## src/hdl/grid_ray_march_dda_unit_assert.svh

```systemverilog
// assertion macros shared by the ray march unit rtl
// no dependencies; included by the files that carry concurrent checks
`ifndef GRID_RAY_MARCH_DDA_UNIT_ASSERT_SVH
`define GRID_RAY_MARCH_DDA_UNIT_ASSERT_SVH

// same-cycle implication, disabled while reset is asserted
`define GRMD_ASSERT_IMPL(name, clk, rst_n, ante, cons, msg) \
	name: assert property (@(posedge clk) disable iff (!rst_n) (ante) |-> (cons)) \
		else $error(msg);

// next-cycle implication, disabled while reset is asserted
`define GRMD_ASSERT_NEXT(name, clk, rst_n, ante, cons, msg) \
	name: assert property (@(posedge clk) disable iff (!rst_n) (ante) |=> (cons)) \
		else $error(msg);

`endif

```

## src/hdl/grmd_pkg.sv

```systemverilog
// shared types and fixed widths of the ray march unit
// no dependencies; used by the divider and the top level
package grmd_pkg;

	// divider operand widths: gap (19 bits) times magnitude (16 bits), over |dir| (16 bits)
	localparam int NUM_W = 35;
	localparam int DEN_W = 16;

	// width of the running axis distances
	localparam int LEN_W = 37;

	typedef struct packed {
		logic busy;
		logic done;
	} div_status_t;

endpackage

```

## src/hdl/grmd_div.sv

```systemverilog
// restoring divider, one quotient bit per cycle
// depends on grmd_pkg for operand widths and the status struct
module grmd_div (
	input  logic                       clk,
	input  logic                       arst_n,
	input  logic                       start,
	input  logic [grmd_pkg::NUM_W-1:0] num,
	input  logic [grmd_pkg::DEN_W-1:0] den,
	output grmd_pkg::div_status_t      st,
	output logic [grmd_pkg::NUM_W-1:0] quot,
	output logic [grmd_pkg::DEN_W-1:0] rem
);

	localparam int CNT_W = $clog2(grmd_pkg::NUM_W + 1);

	logic [grmd_pkg::NUM_W-1:0] num_q;
	logic [grmd_pkg::DEN_W-1:0] den_q;
	logic [grmd_pkg::DEN_W-1:0] rem_q;
	logic [CNT_W-1:0]           cnt_q;
	logic                       busy_q;
	logic                       done_q;
	logic [grmd_pkg::DEN_W:0]   trial;
	logic                       ge;

	assign trial = {rem_q, num_q[grmd_pkg::NUM_W-1]};
	assign ge    = trial >= {1'b0, den_q};

	always_ff @(posedge clk or negedge arst_n) begin
		if (!arst_n) begin
			busy_q <= 1'b0;
			done_q <= 1'b0;
			cnt_q  <= '0;
		end else begin
			done_q <= 1'b0;
			if (start) begin
				busy_q <= 1'b1;
				cnt_q  <= CNT_W'(grmd_pkg::NUM_W);
			end else if (busy_q) begin
				cnt_q <= cnt_q - 1'b1;
				if (cnt_q == CNT_W'(1)) begin
					busy_q <= 1'b0;
					done_q <= 1'b1;
				end
			end
		end
	end

	always_ff @(posedge clk) begin
		if (start) begin
			num_q <= num;
			den_q <= den;
			rem_q <= '0;
		end else if (busy_q) begin
			rem_q <= ge ? grmd_pkg::DEN_W'(trial - {1'b0, den_q}) : trial[grmd_pkg::DEN_W-1:0];
			num_q <= {num_q[grmd_pkg::NUM_W-2:0], ge};
		end
	end

	assign st.busy = busy_q;
	assign st.done = done_q;
	assign quot    = num_q;
	assign rem     = rem_q;

endmodule
```

## config.mk

```make
export PLATFORM = sky130hd
export DESIGN_NAME = grmd_div
export DESIGN_NICKNAME = d
export VERILOG_FILES = /design/src/hdl/grid_ray_march_dda_unit_assert.svh /design/src/hdl/grmd_pkg.sv /design/src/hdl/grmd_div.sv
export SDC_FILE = /design/constraint.sdc
export NUM_CORES = 1
export LEC_CHECK = 0
export ABC_AREA = 1
export BUFFER_PORTS_ARGS = -buffer_cell sky130_fd_sc_hd__buf_2
export CORE_MARGIN = 5
export CORE_UTILIZATION = 54
export CTS_BUF_LIST = sky130_fd_sc_hd__clkbuf_16
export DETAILED_ROUTE_END_ITERATION = 10
export PLACE_DENSITY_LB_ADDON = 0.1
export SLEW_MARGIN = 10
export SYNTH_ARGS = -nofsm -noshare
export SYNTH_HDL_FRONTEND = slang
export SYNTH_SLANG_ARGS = --single-unit
```

## constraint.sdc

```tcl
create_clock -name clk -period 2.2 [get_ports clk]
set_input_delay 0.11 -clock clk [delete_from_list [all_inputs] [get_ports clk]]
set_output_delay 0.11 -clock clk [all_outputs]
set_load 0.02 [all_outputs]
```

# ---- After elaboration in Yosys (flattened, before gate mapping)
# Cells that the tools add are included.
dict set report word_totals {
  latch_bits 0
  regBits 75
  ram_bits 0
  out_inout_bits 53
  input_bits 54
  n_memories 0
  rom_bits 0
  word_cells 22
}
dict set report classes {
  n_bitwise 0
  mul 0
  n_addsub 2
  mux 11
  eq_ne 1
  n_div 0
  n_shift 0
  n_reduce_logical 1
  n_lt_le_gt_ge 1
}
# operator count
set ops {}
lappend ops {{2-to-1 mux 35 bit} 2}
lappend ops {{>= comparator 17 x 16 -> 1 bit} 1}
lappend ops {{2-to-1 mux 16 bit} 1}
lappend ops {{subtractor 16 bit} 1}
lappend ops {{2-to-1 mux 6 bit} 2}
lappend ops {{equality test 6 x 1 -> 1 bit, second input constant} 1}
lappend ops {{2-to-1 mux 1 bit} 6}
lappend ops {{subtractor 6 x 1 -> 6 bit, second input constant} 1}
lappend ops {{nonzero test 2 bit} 1}

# ---- Depth between registers and ports, before layout
dict set report depth {
  ltp_word 4
  mapped_depth 15
  ltp_nobuf 14
}

# ---- Worst setup path before layout
# Ideal clock, no wire load.
dict set report synth_path {
  path_kind {register to register}
  startpoint {register num_q, in the netlist quot[34]}
  endpoint {register rem_q, in the netlist rem[8]}
  n_path_buf 0
  synth_period_minus_slack_ps 1889
  t_required_ps 2087
  setup_ps 113
  path_stages_with_launch 12
  setup_slack_ps 311
  arrival_time_ps 1776
  path_cell_list {edfxtp_1 inv_1 ha_1 fa_1 o21bai_1 nand2_1 nand3_1 nand2_1 nand2_1 nand2_1 nand3_1 nand2_1}
}
dict set report synth_via {
  elab_chain_cells 2
  word_cells_on_any_way 3
  cone_classes {1 x add/sub; 1 x order compare; 1 x mux}
}
# item line_no
set synth_rtl {}
lappend synth_rtl {{start, declared} grmd_div.sv:16} ;# logic [grmd_pkg::NUM_W-1:0] num_q;
lappend synth_rtl {{start signal, assigned} grmd_div.sv:50} ;# num_q <= num;
lappend synth_rtl {{start signal, assigned} grmd_div.sv:55} ;# num_q <= {num_q[grmd_pkg::NUM_W-2:0], ge};
lappend synth_rtl {{subtractor 16 bit / >= comparator 17 x 16 -> 1 bit (equally long branches)} {grmd_div.sv:54, grmd_div.sv:26}}
lappend synth_rtl {{2-to-1 mux 16 bit *} grmd_div.sv:54} ;# rem_q <= ge ? grmd_pkg::DEN_W'(trial - {1'b0, den_q}) : trial[grmd_pkg::DEN_W-1:0];
lappend synth_rtl {{end signal, assigned} grmd_div.sv:54}
lappend synth_rtl {{end, declared} grmd_div.sv:18} ;# logic [grmd_pkg::DEN_W-1:0] rem_q;
# Mark *: on every way between the ends. The rest lies on a longest branch, timed or not.
# A chain may end at the register's enable or synchronous reset.

# ---- Worst setup path in the final report
dict set report layout_path {
  startpoint {register den_q[14] (netlist name)}
  endpoint {register rem_q, in the netlist rem[9]}
}
dict set report layout_via {
  elab_chain_cells 2
}
# item line_no
set layout_rtl {}
lappend layout_rtl {{start, declared} grmd_div.sv:17} ;# logic [grmd_pkg::DEN_W-1:0] den_q;
lappend layout_rtl {{start signal, assigned} grmd_div.sv:51} ;# den_q <= den;
lappend layout_rtl {{>= comparator 17 x 16 -> 1 bit} grmd_div.sv:26} ;# assign ge = trial >= {1'b0, den_q};
lappend layout_rtl {{2-to-1 mux 16 bit} grmd_div.sv:54}
# No other way between the ends.

==> summary.md <==
| Metric | Value |
|---|---|
| Fin util | 69.5% |
| Layout cell share with drive strength beyond 1 | 24.6% |
| Crit. Startpoint | den_q[14] |
| TritonCTS buffer count | 9 |
| Final hold vios | 0 |
| Max Root-Sink Buffers | 2 |
| Worst path required time | 2420 ps |
| DP Wirelength | 7310 um |
| Yosys cell types | 36 |
| Final setup fails | 0 |
| Final wirelength | 10000 um |
| XOR/XNOR Fraction of Synth Area | 1.22% |
| DRC viols | 0 |
| Final total power | 6.26 mW |
| Initial Util | 55.6% |
| Detail Route Antenna Nets | 0 |
| Largest net degree at the start of global routing | 44 |
| 1st-pass router iterations | 4 |
| Htree depth | 3 |
| Crit Path Max Fanout | 10 |
| Core area | 7730 sq um |
| Clock sink count | 75 |
| GP Congestion | 0.889 |
| Routed length per instance | 13.2 um |
| Max Freq | 495 MHz |
| Peak supply drop | 715 uV |
| Inserted Diodes | 0 |
| Worst Skew | 4.10 ps |
| Max-cap violations | 0 |
| Slew HR | 68.7% |
| Critical path class | reg2reg |
| Top cells by area, synth | edfxtp_1 36%, nand2_1 20%, dfxtp_1 7.5% |
| Non-filler instance count after layout | 761 |
| Slew @ Worst Pin | 470 ps |
| Tcrit/Tclk final | 91.9% |
| Adder-Cell Fraction of Synth Area | 5.71% |
| Clock Pin Slew Worst Setup and Hold Paths | 60 ps |
| Mapped Cells | 529 |
| Placed insts | 728 |
| Most used flip-flop cell after synthesis | edfxtp_1 |
| Vias per cell | 4.84 |
| Die Y | 99.2 um |
| Synth top cells by count | 231 x nand2_1, 62 x inv_1, 51 x edfxtp_1, 27 x nand3_1 |
| Die width | 99.2 um |
| Via count | 3681 |
| Setup TNS | 0 ps |
| I/O Buffers | 106 |
| PwrDens | 1170 nW/um^2 |
| Syn Area/Cell | 8.12 sq um |
| Async set or reset register ratio after synthesis | 10.7% |
| Cell taking the most area after synthesis | edfxtp_1 |
| Register area share after synthesis | 47.8% |
| Root buffer cell | clkbuf_16 |
| GR Overflow Total | 0 |
| Post-synthesis register bit count | 75 |
| Hold path startpoint | num[17] |
| CP Launch Type | flop |
| TritonCTS clock tree | yes |
| Max Slew Vio Count | 0 |
| Compound-Gate Fraction of Synth Area | 3.03% |
| Arr. time, crit path | 2250 ps |
| Status | finished, final reports clean |
| Area growth from synthesis to layout | 25.0% |
| Number of synthesized flops with an enable pin | 51 |
| Synthesized area | 4300 sq um |
| Final nets | 727 |
| Critical Path End Type | flop |
| Fin crit period | 2020 ps |
| Vias in the first global route | 3846 |
| P_leak | 2.91 nW |
| Drt initial violations | 147 |
| Setup repair after global routing missed its margin | no |
| Worst R2R Start | den_q[14] |
| Most frequent cell after synthesis | nand2_1 |
| Die area | 9840 sq um |
| Largest family of logic cells by synthesized area | simple AND/OR/NAND/NOR gates |
| Post-synth top area share | 35.7% |
| Antenna violations before repair | 0 |
| GRT Total Usage | 21.6% |
| First-pass GRT wire length | 17200 um |
| Mux share of post-synthesis cell area | 0% |
| Simple-gate area share of the yosys netlist | 34.0% |
| Mapped Nets | 602 |
| Min-delay worst type | in2reg |
| # IOs | 107 |
| FF-to-FF setup slack | 180 ps |
| Cell row count | 32 |
| Clk_lat worst skew | 330 ps |
| Synthesis Warnings | 0 |
-- repair_timing --
item	CTS	global route
endpoints found under the hold margin	24	0
setup buffers	0	0
setup endpoints to repair	0	1
resized for setup	0	1
hold buffers	17	0
-- stage by stage --
| stage | hold WS, ps | instance area (sq um) | worst slack, ps |
|---|---|---|---|
| after floorplan | -186 | 4300 | 311 |
| after global placement | -33.8 | 4900 | 210 |
| after detailed placement | -31.3 | 4900 | 184 |
| after CTS | 34.2 | 5370 | 165 |
| after global routing | 56.4 | 5370 | 34.6 |
| final | 47.4 | 5370 | 178 |
-- per-layer routing --
metal | global-route usage, % | wire, um
met1 | 26.0 | 4360
met2 | 36.8 | 4850
met3 | 5.12 | 583
met4 | 9.45 | 241
met5 | 0 | 0
-- cell families after synthesis --
group                      Yosys count
DFF                                 75
xor gates and xnor gates             6
buffers and inverters               83
adders and majority gates           19
AOI/OAI and AO/OA                   22
and+or+nand+nor                    324
-- where the power goes --
group | internal [mW] | switching [mW]
Sequential | 1.77 | 0.197
Combinational | 1.04 | 1.80
Clock | 0.876 | 0.579
-- layout make-up --
cell class                 count  area [sq um]
clock buffer                   9           225
clock inverter                 7          68.8
fill                         637          2360
inverter                      67           251
multi-input combinational    371          1890
sequential                    75          2050
tap                          102           128
timing repair buffer         130           753
-- worst max-delay path: stages, from the launching register on --
cell      delay (ps)
edfxtp_1         330
inv_1             40
ha_1             360
a21oi_1          270
o21a_1           190
nand2_4           70
nor2_8           180
buf_4            220
nand3b_1         110
nand3_1           90
nand2_1           50
-- cell usage in the layout, fill, tap and decap left out, types with 10 or more instances in the layout --
cell,count
nor2_1,10
inv_1,63
dlygate4sd3_1,17
nand3_1,27
nand3b_1,18
edfxtp_1,51
dfxtp_1,16
ha_1,18
a21oi_1,13
nand2_1,231
buf_2,106
nand2_2,15
-- sequential cells by signal, summed over array words and instances, names as in the netlist --
register / count
busy_q: 1
cnt_q: 6
den_q: 16
done_q: 1
quot: 35
rem: 16
-- worst paths after layout --
kind,to,cells after the start
setup / recovery,rem[9],10
hold / removal,quot[17],3
setup reg to reg,rem[9],10
hold reg to reg,cnt_q[4],1
max in group asynchronous,cnt_q[0],2
min in group asynchronous,done_q,2
No activity file was read; power rests on OpenSTA's default activity.
